**src/rtl/core/bdq_pkg.sv**
```systemverilog
// Shared types, codes and default sizes for the bounded double-ended queue.
package bdq_pkg;

  localparam int DEPTH_DEFAULT      = 16;
  localparam int DATA_WIDTH_DEFAULT = 32;

  // Fixed widths of the request and result fields.
  localparam int MODE_W   = 2;
  localparam int VALUE_W  = 32;
  localparam int STATUS_W = 2;
  localparam int OCC_W    = 5;

  localparam logic [MODE_W-1:0] MODE_PUSH_FRONT = 2'd0;
  localparam logic [MODE_W-1:0] MODE_PUSH_BACK  = 2'd1;
  localparam logic [MODE_W-1:0] MODE_POP_FRONT  = 2'd2;
  localparam logic [MODE_W-1:0] MODE_POP_BACK   = 2'd3;

  localparam logic [STATUS_W-1:0] STATUS_DONE  = 2'd0;
  localparam logic [STATUS_W-1:0] STATUS_FULL  = 2'd1;
  localparam logic [STATUS_W-1:0] STATUS_EMPTY = 2'd2;

  typedef enum logic {
    S_IDLE,
    S_RESP
  } state_t;

endpackage

```
**src/rtl/core/bdq_mem.sv**
```systemverilog
// Element store: one write port and one read port with registered read data.
module bdq_mem import bdq_pkg::*; #(
  parameter int DEPTH      = DEPTH_DEFAULT,
  parameter int DATA_WIDTH = DATA_WIDTH_DEFAULT,
  localparam int IW        = (DEPTH > 1) ? $clog2(DEPTH) : 1
) (
  input  logic                  clk,
  input  logic                  wr_en,
  input  logic [IW-1:0]         wr_addr,
  input  logic [DATA_WIDTH-1:0] wr_data,
  input  logic                  rd_en,
  input  logic [IW-1:0]         rd_addr,
  output logic [DATA_WIDTH-1:0] rd_data
);

  logic [DATA_WIDTH-1:0] mem [DEPTH];

  always_ff @(posedge clk) begin
    if (wr_en) begin
      mem[wr_addr] <= wr_data;
    end
  end

  always_ff @(posedge clk) begin
    if (rd_en) begin
      rd_data <= mem[rd_addr];
    end
  end

endmodule

```
**src/rtl/core/bdq_ctrl.sv**
```systemverilog
// End pointers, occupancy, cached end values and result register of the deque.
module bdq_ctrl import bdq_pkg::*; #(
  parameter int DEPTH      = DEPTH_DEFAULT,
  parameter int DATA_WIDTH = DATA_WIDTH_DEFAULT,
  localparam int IW        = (DEPTH > 1) ? $clog2(DEPTH) : 1,
  localparam int CW        = $clog2(DEPTH + 1)
) (
  input  logic                  clk,
  input  logic                  rst,
  input  logic                  start,
  input  logic [MODE_W-1:0]     mode,
  input  logic [VALUE_W-1:0]    value,
  output logic                  busy,
  output logic                  done,
  output logic [STATUS_W-1:0]   status,
  output logic [VALUE_W-1:0]    popped,
  output logic [OCC_W-1:0]      occupancy,
  output logic [VALUE_W-1:0]    front_value,
  output logic [VALUE_W-1:0]    back_value,
  output logic                  wr_en,
  output logic [IW-1:0]         wr_addr,
  output logic [DATA_WIDTH-1:0] wr_data,
  output logic                  rd_en,
  output logic [IW-1:0]         rd_addr,
  input  logic [DATA_WIDTH-1:0] rd_data
);

  localparam logic [IW-1:0] LAST_IDX = IW'(DEPTH - 1);
  localparam logic [CW-1:0] FULL_CNT = CW'(DEPTH);

  state_t state, state_next;

  // The back index is kept equal to front + count - 1 (modulo DEPTH), also when empty.
  logic [IW-1:0]         front_idx, back_idx;
  logic [CW-1:0]         count;
  logic [DATA_WIDTH-1:0] front_val, back_val;
  logic [DATA_WIDTH-1:0] popped_val;
  logic [STATUS_W-1:0]   status_val;
  logic                  refill_front, refill_back;

  logic                  accept;
  logic                  is_push, is_full, is_empty;
  logic [IW-1:0]         front_inc, front_dec, back_inc, back_dec;
  logic [DATA_WIDTH-1:0] push_data;
  logic [DATA_WIDTH-1:0] front_fin, back_fin;
  logic [DATA_WIDTH+VALUE_W-1:0] value_ext;
  logic [VALUE_W+DATA_WIDTH-1:0] popped_ext, front_ext, back_ext;
  logic [OCC_W+CW-1:0]   occ_ext;

  assign accept    = start && (state == S_IDLE);
  assign is_push   = (mode == MODE_PUSH_FRONT) || (mode == MODE_PUSH_BACK);
  assign is_full   = (count == FULL_CNT);
  assign is_empty  = (count == '0);
  assign front_inc = (front_idx == LAST_IDX) ? '0 : front_idx + 1'b1;
  assign front_dec = (front_idx == '0) ? LAST_IDX : front_idx - 1'b1;
  assign back_inc  = (back_idx == LAST_IDX) ? '0 : back_idx + 1'b1;
  assign back_dec  = (back_idx == '0) ? LAST_IDX : back_idx - 1'b1;

  assign value_ext = {{DATA_WIDTH{1'b0}}, value};
  assign push_data = value_ext[DATA_WIDTH-1:0];

  // The memory write is done in the accept cycle; pops fetch the new end element.
  always_comb begin
    wr_en   = 1'b0;
    wr_addr = front_dec;
    wr_data = push_data;
    rd_en   = 1'b0;
    rd_addr = front_inc;
    if (accept) begin
      case (mode)
        MODE_PUSH_FRONT: begin
          wr_en   = !is_full;
          wr_addr = front_dec;
        end
        MODE_PUSH_BACK: begin
          wr_en   = !is_full;
          wr_addr = back_inc;
        end
        MODE_POP_FRONT: begin
          rd_en   = !is_empty;
          rd_addr = front_inc;
        end
        default: begin
          rd_en   = !is_empty;
          rd_addr = back_dec;
        end
      endcase
    end
  end

  always_ff @(posedge clk) begin
    if (rst) begin
      front_idx    <= '0;
      back_idx     <= LAST_IDX;
      count        <= '0;
      refill_front <= 1'b0;
      refill_back  <= 1'b0;
    end else if (accept) begin
      refill_front <= 1'b0;
      refill_back  <= 1'b0;
      popped_val   <= '0;
      if (is_push && is_full) begin
        status_val <= STATUS_FULL;
      end else if (!is_push && is_empty) begin
        status_val <= STATUS_EMPTY;
      end else begin
        status_val <= STATUS_DONE;
        case (mode)
          MODE_PUSH_FRONT: begin
            front_idx <= front_dec;
            count     <= count + 1'b1;
            front_val <= push_data;
            if (is_empty) begin
              back_val <= push_data;
            end
          end
          MODE_PUSH_BACK: begin
            back_idx <= back_inc;
            count    <= count + 1'b1;
            back_val <= push_data;
            if (is_empty) begin
              front_val <= push_data;
            end
          end
          MODE_POP_FRONT: begin
            front_idx    <= front_inc;
            count        <= count - 1'b1;
            popped_val   <= front_val;
            refill_front <= 1'b1;
          end
          default: begin
            back_idx    <= back_dec;
            count       <= count - 1'b1;
            popped_val  <= back_val;
            refill_back <= 1'b1;
          end
        endcase
      end
    end else if (state == S_RESP) begin
      front_val <= front_fin;
      back_val  <= back_fin;
    end
  end

  assign front_fin = refill_front ? rd_data : front_val;
  assign back_fin  = refill_back ? rd_data : back_val;

  assign popped_ext = {{VALUE_W{1'b0}}, popped_val};
  assign front_ext  = {{VALUE_W{1'b0}}, front_fin};
  assign back_ext   = {{VALUE_W{1'b0}}, back_fin};
  assign occ_ext    = {{OCC_W{1'b0}}, count};

  // Result register, loaded in the response cycle.
  always_ff @(posedge clk) begin
    if (rst) begin
      done <= 1'b0;
    end else begin
      done <= (state == S_RESP);
    end
  end

  always_ff @(posedge clk) begin
    if (state == S_RESP) begin
      status      <= status_val;
      popped      <= popped_ext[VALUE_W-1:0];
      occupancy   <= occ_ext[OCC_W-1:0];
      front_value <= (count != '0) ? front_ext[VALUE_W-1:0] : '0;
      back_value  <= (count != '0) ? back_ext[VALUE_W-1:0] : '0;
    end
  end

  always_ff @(posedge clk) begin
    if (rst) begin
      state <= S_IDLE;
    end else begin
      state <= state_next;
    end
  end

  always_comb begin
    state_next = state;
    unique case (state)
      S_IDLE: begin
        if (start) begin
          state_next = S_RESP;
        end
      end
      S_RESP: begin
        state_next = S_IDLE;
      end
      default: begin
        state_next = S_IDLE;
      end
    endcase
  end

  always_comb begin
    unique case (state)
      S_RESP:  busy = 1'b1;
      default: busy = 1'b0;
    endcase
  end

`ifndef SYNTH
  a_count_bound: assert property (@(posedge clk) disable iff (rst)
    count <= FULL_CNT)
    else $error("occupancy beyond capacity");

  a_request_gives_result: assert property (@(posedge clk) disable iff (rst)
    accept |=> ##1 done)
    else $error("accepted request without a result");

  a_no_refill_on_push: assert property (@(posedge clk) disable iff (rst)
    (accept && is_push) |=> !refill_front && !refill_back)
    else $error("memory refill scheduled for a push");

  a_empty_ends_zero: assert property (@(posedge clk) disable iff (rst)
    (done && occupancy == '0 && DEPTH < 32) |-> (front_value == '0 && back_value == '0))
    else $error("end values not zero on an empty deque");

  a_pointer_ring: assert property (@(posedge clk) disable iff (rst)
    (state == S_IDLE && count == '0) |-> (back_idx == front_dec))
    else $error("end pointers out of step on an empty deque");
`endif

endmodule

```
**src/rtl/core/bounded_double_ended_queue_top.sv**
```systemverilog
// Top level of the bounded double-ended queue: control logic and element store.
// A request is taken when start is high and busy is low; busy then rises, and no new
// request is taken until it falls again. The result is loaded from the response state
// and shown with done high for exactly one cycle, and it cannot be held off. The
// response state serves the single read port of the element store, whose registered
// read supplies the new end element after a pop; the ends themselves are cached in
// registers. No clearing pass follows reset: the deque is empty and ready at once.
module bounded_double_ended_queue_top import bdq_pkg::*; #(
  parameter int DEPTH      = DEPTH_DEFAULT,
  parameter int DATA_WIDTH = DATA_WIDTH_DEFAULT
) (
  input  logic                clk,
  input  logic                rst,
  input  logic                start,
  input  logic [MODE_W-1:0]   mode,
  input  logic [VALUE_W-1:0]  value,
  output logic                busy,
  output logic                done,
  output logic [STATUS_W-1:0] status,
  output logic [VALUE_W-1:0]  popped,
  output logic [OCC_W-1:0]    occupancy,
  output logic [VALUE_W-1:0]  front_value,
  output logic [VALUE_W-1:0]  back_value
);

  localparam int IW = (DEPTH > 1) ? $clog2(DEPTH) : 1;

  logic                  wr_en, rd_en;
  logic [IW-1:0]         wr_addr, rd_addr;
  logic [DATA_WIDTH-1:0] wr_data, rd_data;

  bdq_ctrl #(
    .DEPTH      (DEPTH),
    .DATA_WIDTH (DATA_WIDTH)
  ) u_ctrl (
    .clk         (clk),
    .rst         (rst),
    .start       (start),
    .mode        (mode),
    .value       (value),
    .busy        (busy),
    .done        (done),
    .status      (status),
    .popped      (popped),
    .occupancy   (occupancy),
    .front_value (front_value),
    .back_value  (back_value),
    .wr_en       (wr_en),
    .wr_addr     (wr_addr),
    .wr_data     (wr_data),
    .rd_en       (rd_en),
    .rd_addr     (rd_addr),
    .rd_data     (rd_data)
  );

  bdq_mem #(
    .DEPTH      (DEPTH),
    .DATA_WIDTH (DATA_WIDTH)
  ) u_mem (
    .clk     (clk),
    .wr_en   (wr_en),
    .wr_addr (wr_addr),
    .wr_data (wr_data),
    .rd_en   (rd_en),
    .rd_addr (rd_addr),
    .rd_data (rd_data)
  );

endmodule

```
**config.mk**
```make
export PLATFORM = sky130hd
export DESIGN_NAME = bounded_double_ended_queue_top
export DESIGN_NICKNAME = d
export VERILOG_FILES = /design/src/rtl/core/bdq_pkg.sv /design/src/rtl/core/bdq_mem.sv /design/src/rtl/core/bdq_ctrl.sv /design/src/rtl/core/bounded_double_ended_queue_top.sv
export SDC_FILE = /design/constraint.sdc
export NUM_CORES = 1
export LEC_CHECK = 0
export ABC_CLOCK_PERIOD_IN_PS = 8700
export BUFFER_PORTS_ARGS = -buffer_cell sky130_fd_sc_hd__buf_2
export CORE_AREA = 2 2 255 307
export DETAILED_ROUTE_END_ITERATION = 10
export DIE_AREA = 0 0 257 309
export GPL_TIMING_DRIVEN = 0
export RECOVER_POWER = 50
export SLEW_MARGIN = 20
export SYNTH_ARGS = -nofsm -noshare
export SYNTH_HDL_FRONTEND = slang
export SYNTH_SLANG_ARGS = --single-unit
```
**constraint.sdc**
```tcl
create_clock -name clk -period 8.7 [get_ports clk]
set_input_delay 0.435 -clock clk [delete_from_list [all_inputs] [get_ports clk]]
set_output_delay 0.435 -clock clk [all_outputs]
set_load 0.005 [all_outputs]
```
==> flow_summary.yaml <==
placed_design:
  dp.cells: 3143
  globalplace.congestion: 0.800
  dp_slack_ps: 4800
  post_dp_cell_area_mm2: 0.0330
  place.port_buffers: 141
  dp_hpwl_mm: 53.2
final_layout:
  area_delta_synth_final_pct: 16.2
  drive_gt1_share_pct: 11.0
  final_nets: 2245
  finish.utilization_pct: 46.3
  instances_no_fill: 3272
  finalInstanceArea_mm2: 0.0353
die:
  dieHeight_um: 309
  dieWidth_um: 257
  ios: 142
  die-area_mm2: 0.0794
  rows: 111
  core-area_mm2: 0.0762
  initial_core_util_pct: 39.8
routing:
  first_iter_violations: 1138
  wl_met3_mm: 4.50
  route.detailed.drc: 0
  met1_length_mm: 27.7
  wl_per_cell_um: 22.5
  drt_wl_total_mm: 73.6
  vias_per_cell: 5.22
  vias: 17100
  drtAntennaViolNets: 0
  route.met2.wl_mm: 38.8
  top_layer_used: "met5"
  firstDrtPassIters: 5
critical_path:
  required_ps: 9040
  cp-start-kind: "flop"
  worst-path-buf-inv: 2
  worst_setup_path_end_kind: "flop"
  crit_fanout: 44
  setup.worst_path.class: "flop to flop"
  critPathArrivalTime_ps: 5170
  path_delay_family: "flip-flops"
  slowest_stage: "dfxtp_1"
  slowest_delay_ps: 1490
  cp_cell_sequence: "and4b_1 -> buf_6 -> nand2b_1 -> nand2_1 -> clkbuf_1 -> mux2i_1 -> o22ai_1"
clock_tree:
  hold_buffers: 1
  clock_path_buffers: 3
  cts_tree: "done"
  cts_buffers: 71
  htreeDepth: 3
  path_clk_slew_ps: 60
  post_cts_buffers: 0
  cts_root_buf: "clkbuf_16"
  worstSkewPairLatency_ps: 630
  ctsResizeCount: 0
  cts_sinks: 762
synthesis:
  postSynthCellCount: 1964
  synth_nets: 2009
  synth_area_per_cell_um2: 15.5
  synth_cell_types: 50
  yosysMostFrequentCell: "edfxtp_1"
  synthTopCellsByArea: "edfxtp_1 (74%), mux2i_1 (11%), a21oi_1 (2.8%)"
  yosysSeqAreaShare_pct: 74.8
  synth_edf_count: 745
  synth_top_area_share_pct: 73.6
  synthArstFlopShare_pct: 0
  yosys_warnings: 0
  synth_common_cells: "edfxtp_1 (745), mux2i_1 (327), nand2_1 (210), a21oi_1 (171), nor2_1 (162)"
  synth.largest_area_cell: "edfxtp_1"
  ys_seq_elements: 762
  netlist_area_mm2: 0.0304
  ys.flop_type: "edfxtp_1"
hold_path:
  holdCritPathClass: "input port to flop"
run_status:
  violations: "capacitance limit, slew limit"
  status: "finished with violations"
pwr:
  ir_worst_vdd_mv: 0.130
  p_per_area_mw_per_mm2: 252
  p_leak_nw: 11.7
  p_total_mw: 8.90
timing:
  worstMarginPinSlew_ps: 3190
  final.min_clock_period_ps: 4820
  layout_setup_ws_ps: 3880
  skew_ps: 19.7
  timing.fmax_ghz: 0.207
  max_slew_margin_pct: -112
  finalSetupViolCount: 0
  drv_slew: 110
  finalHoldViolCount: 0
  finalCritPeriodShare_pct: 55.4
  holdWs_ps: 367
  tns_ps: 0
  rsz0062_at_grt: "no"
global_routing:
  grt_max_degree: 65
  grt_pass1_vias: 17700
  grtUsageTotal_pct: 18.5
  grt-ovfl-total: 0
  grt_pass1_wl_mm: 109
  antenna_found_initial: 8
run:
  cap_viol_max_count: 2
cell families (layout without fill, tap and decap cells):
family                     count (synthesis)  after routing  share of synthesized area (%)
DFF                                      762            762                           74.8
other                                      0              1                              0
buffers and inverters                    123            413                           1.99
AOI/OAI and AO/OA                        326            326                           6.31
xor gates and xnor gates                  12             12                          0.346
adders and majority gates                  8              8                          0.354
muxes                                    331            331                           11.0
and+or+nand+nor                          402            402                           5.24
final timing paths:
| check | startpoint | end | slack [ps] | cells past startpoint |
|---|---|---|---|---|
| setup reg to reg | u_ctrl.state$_SDFF_PP0_ | u_mem.rd_data[22]$_DFFE_PP_ | 3880 | 7 |
| setup / recovery | u_ctrl.state$_SDFF_PP0_ | u_mem.rd_data[22]$_DFFE_PP_ | 3880 | 7 |
| hold / removal | value[3] | u_mem.mem[11][3]$_DFFE_PP_ | 370 | 1 |
| hold reg to reg | u_ctrl.popped_val[6]$_SDFFCE_PP0P_ | u_ctrl.popped[6]$_DFFE_PP_ | 420 | 0 |
registers in the layout (all words and copies together), names as in the netlist, 5 cells and up:
| signal | flops |
|---|---|
| u_mem.mem | 512 |
| u_ctrl.back_val | 32 |
| u_ctrl.back_value | 32 |
| u_ctrl.front_val | 32 |
| u_ctrl.front_value | 32 |
| u_ctrl.popped | 32 |
| u_ctrl.popped_val | 32 |
| u_mem.rd_data | 32 |
| u_ctrl.count | 5 |
| u_ctrl.occupancy | 5 |
where the power goes:
group	internal, mW	switching, mW
Sequential	4.24	0.0585
Combinational	0.449	0.921
Clock	1.87	1.35
layout make-up:
class	count	area (µm²)
repair buffers	163	1080
multi-input cells	1079	7230
plain buffers	115	573
inverters	8	30.0
clock buffers	81	1810
well taps	1017	1270
diodes	1	2.50
flip-flops and latches	762	22700
fillers	6598	40900
clock inverters	46	592
placed cells by master (no fill, tap or decap), types with 11 or more instances in the layout:
master	netlist	layout
edfxtp_1	745	745
mux2i_1	327	327
nand2_1	210	210
a21oi_1	171	170
clkbuf_1	51	160
nor2_1	162	144
buf_2	32	74
clkbuf_16	0	71
o21ai_0	51	51
o211ai_1	30	30
a22o_1	30	30
nor2_4	0	18
dfxtp_1	17	17
buf_1	14	15
clkinv_2	0	15
bufinv_16	0	12
buf_16	0	11
metal layers:
layer | vias to the layer above | track usage [%]
li1 | 7885 | -
met1 | 8514 | 21.0
met2 | 525 | 34.0
met3 | 147 | 3.71
met4 | 14 | 7.84
met5 | - | 0
Note: power is estimated with default switching activity, not from simulation.
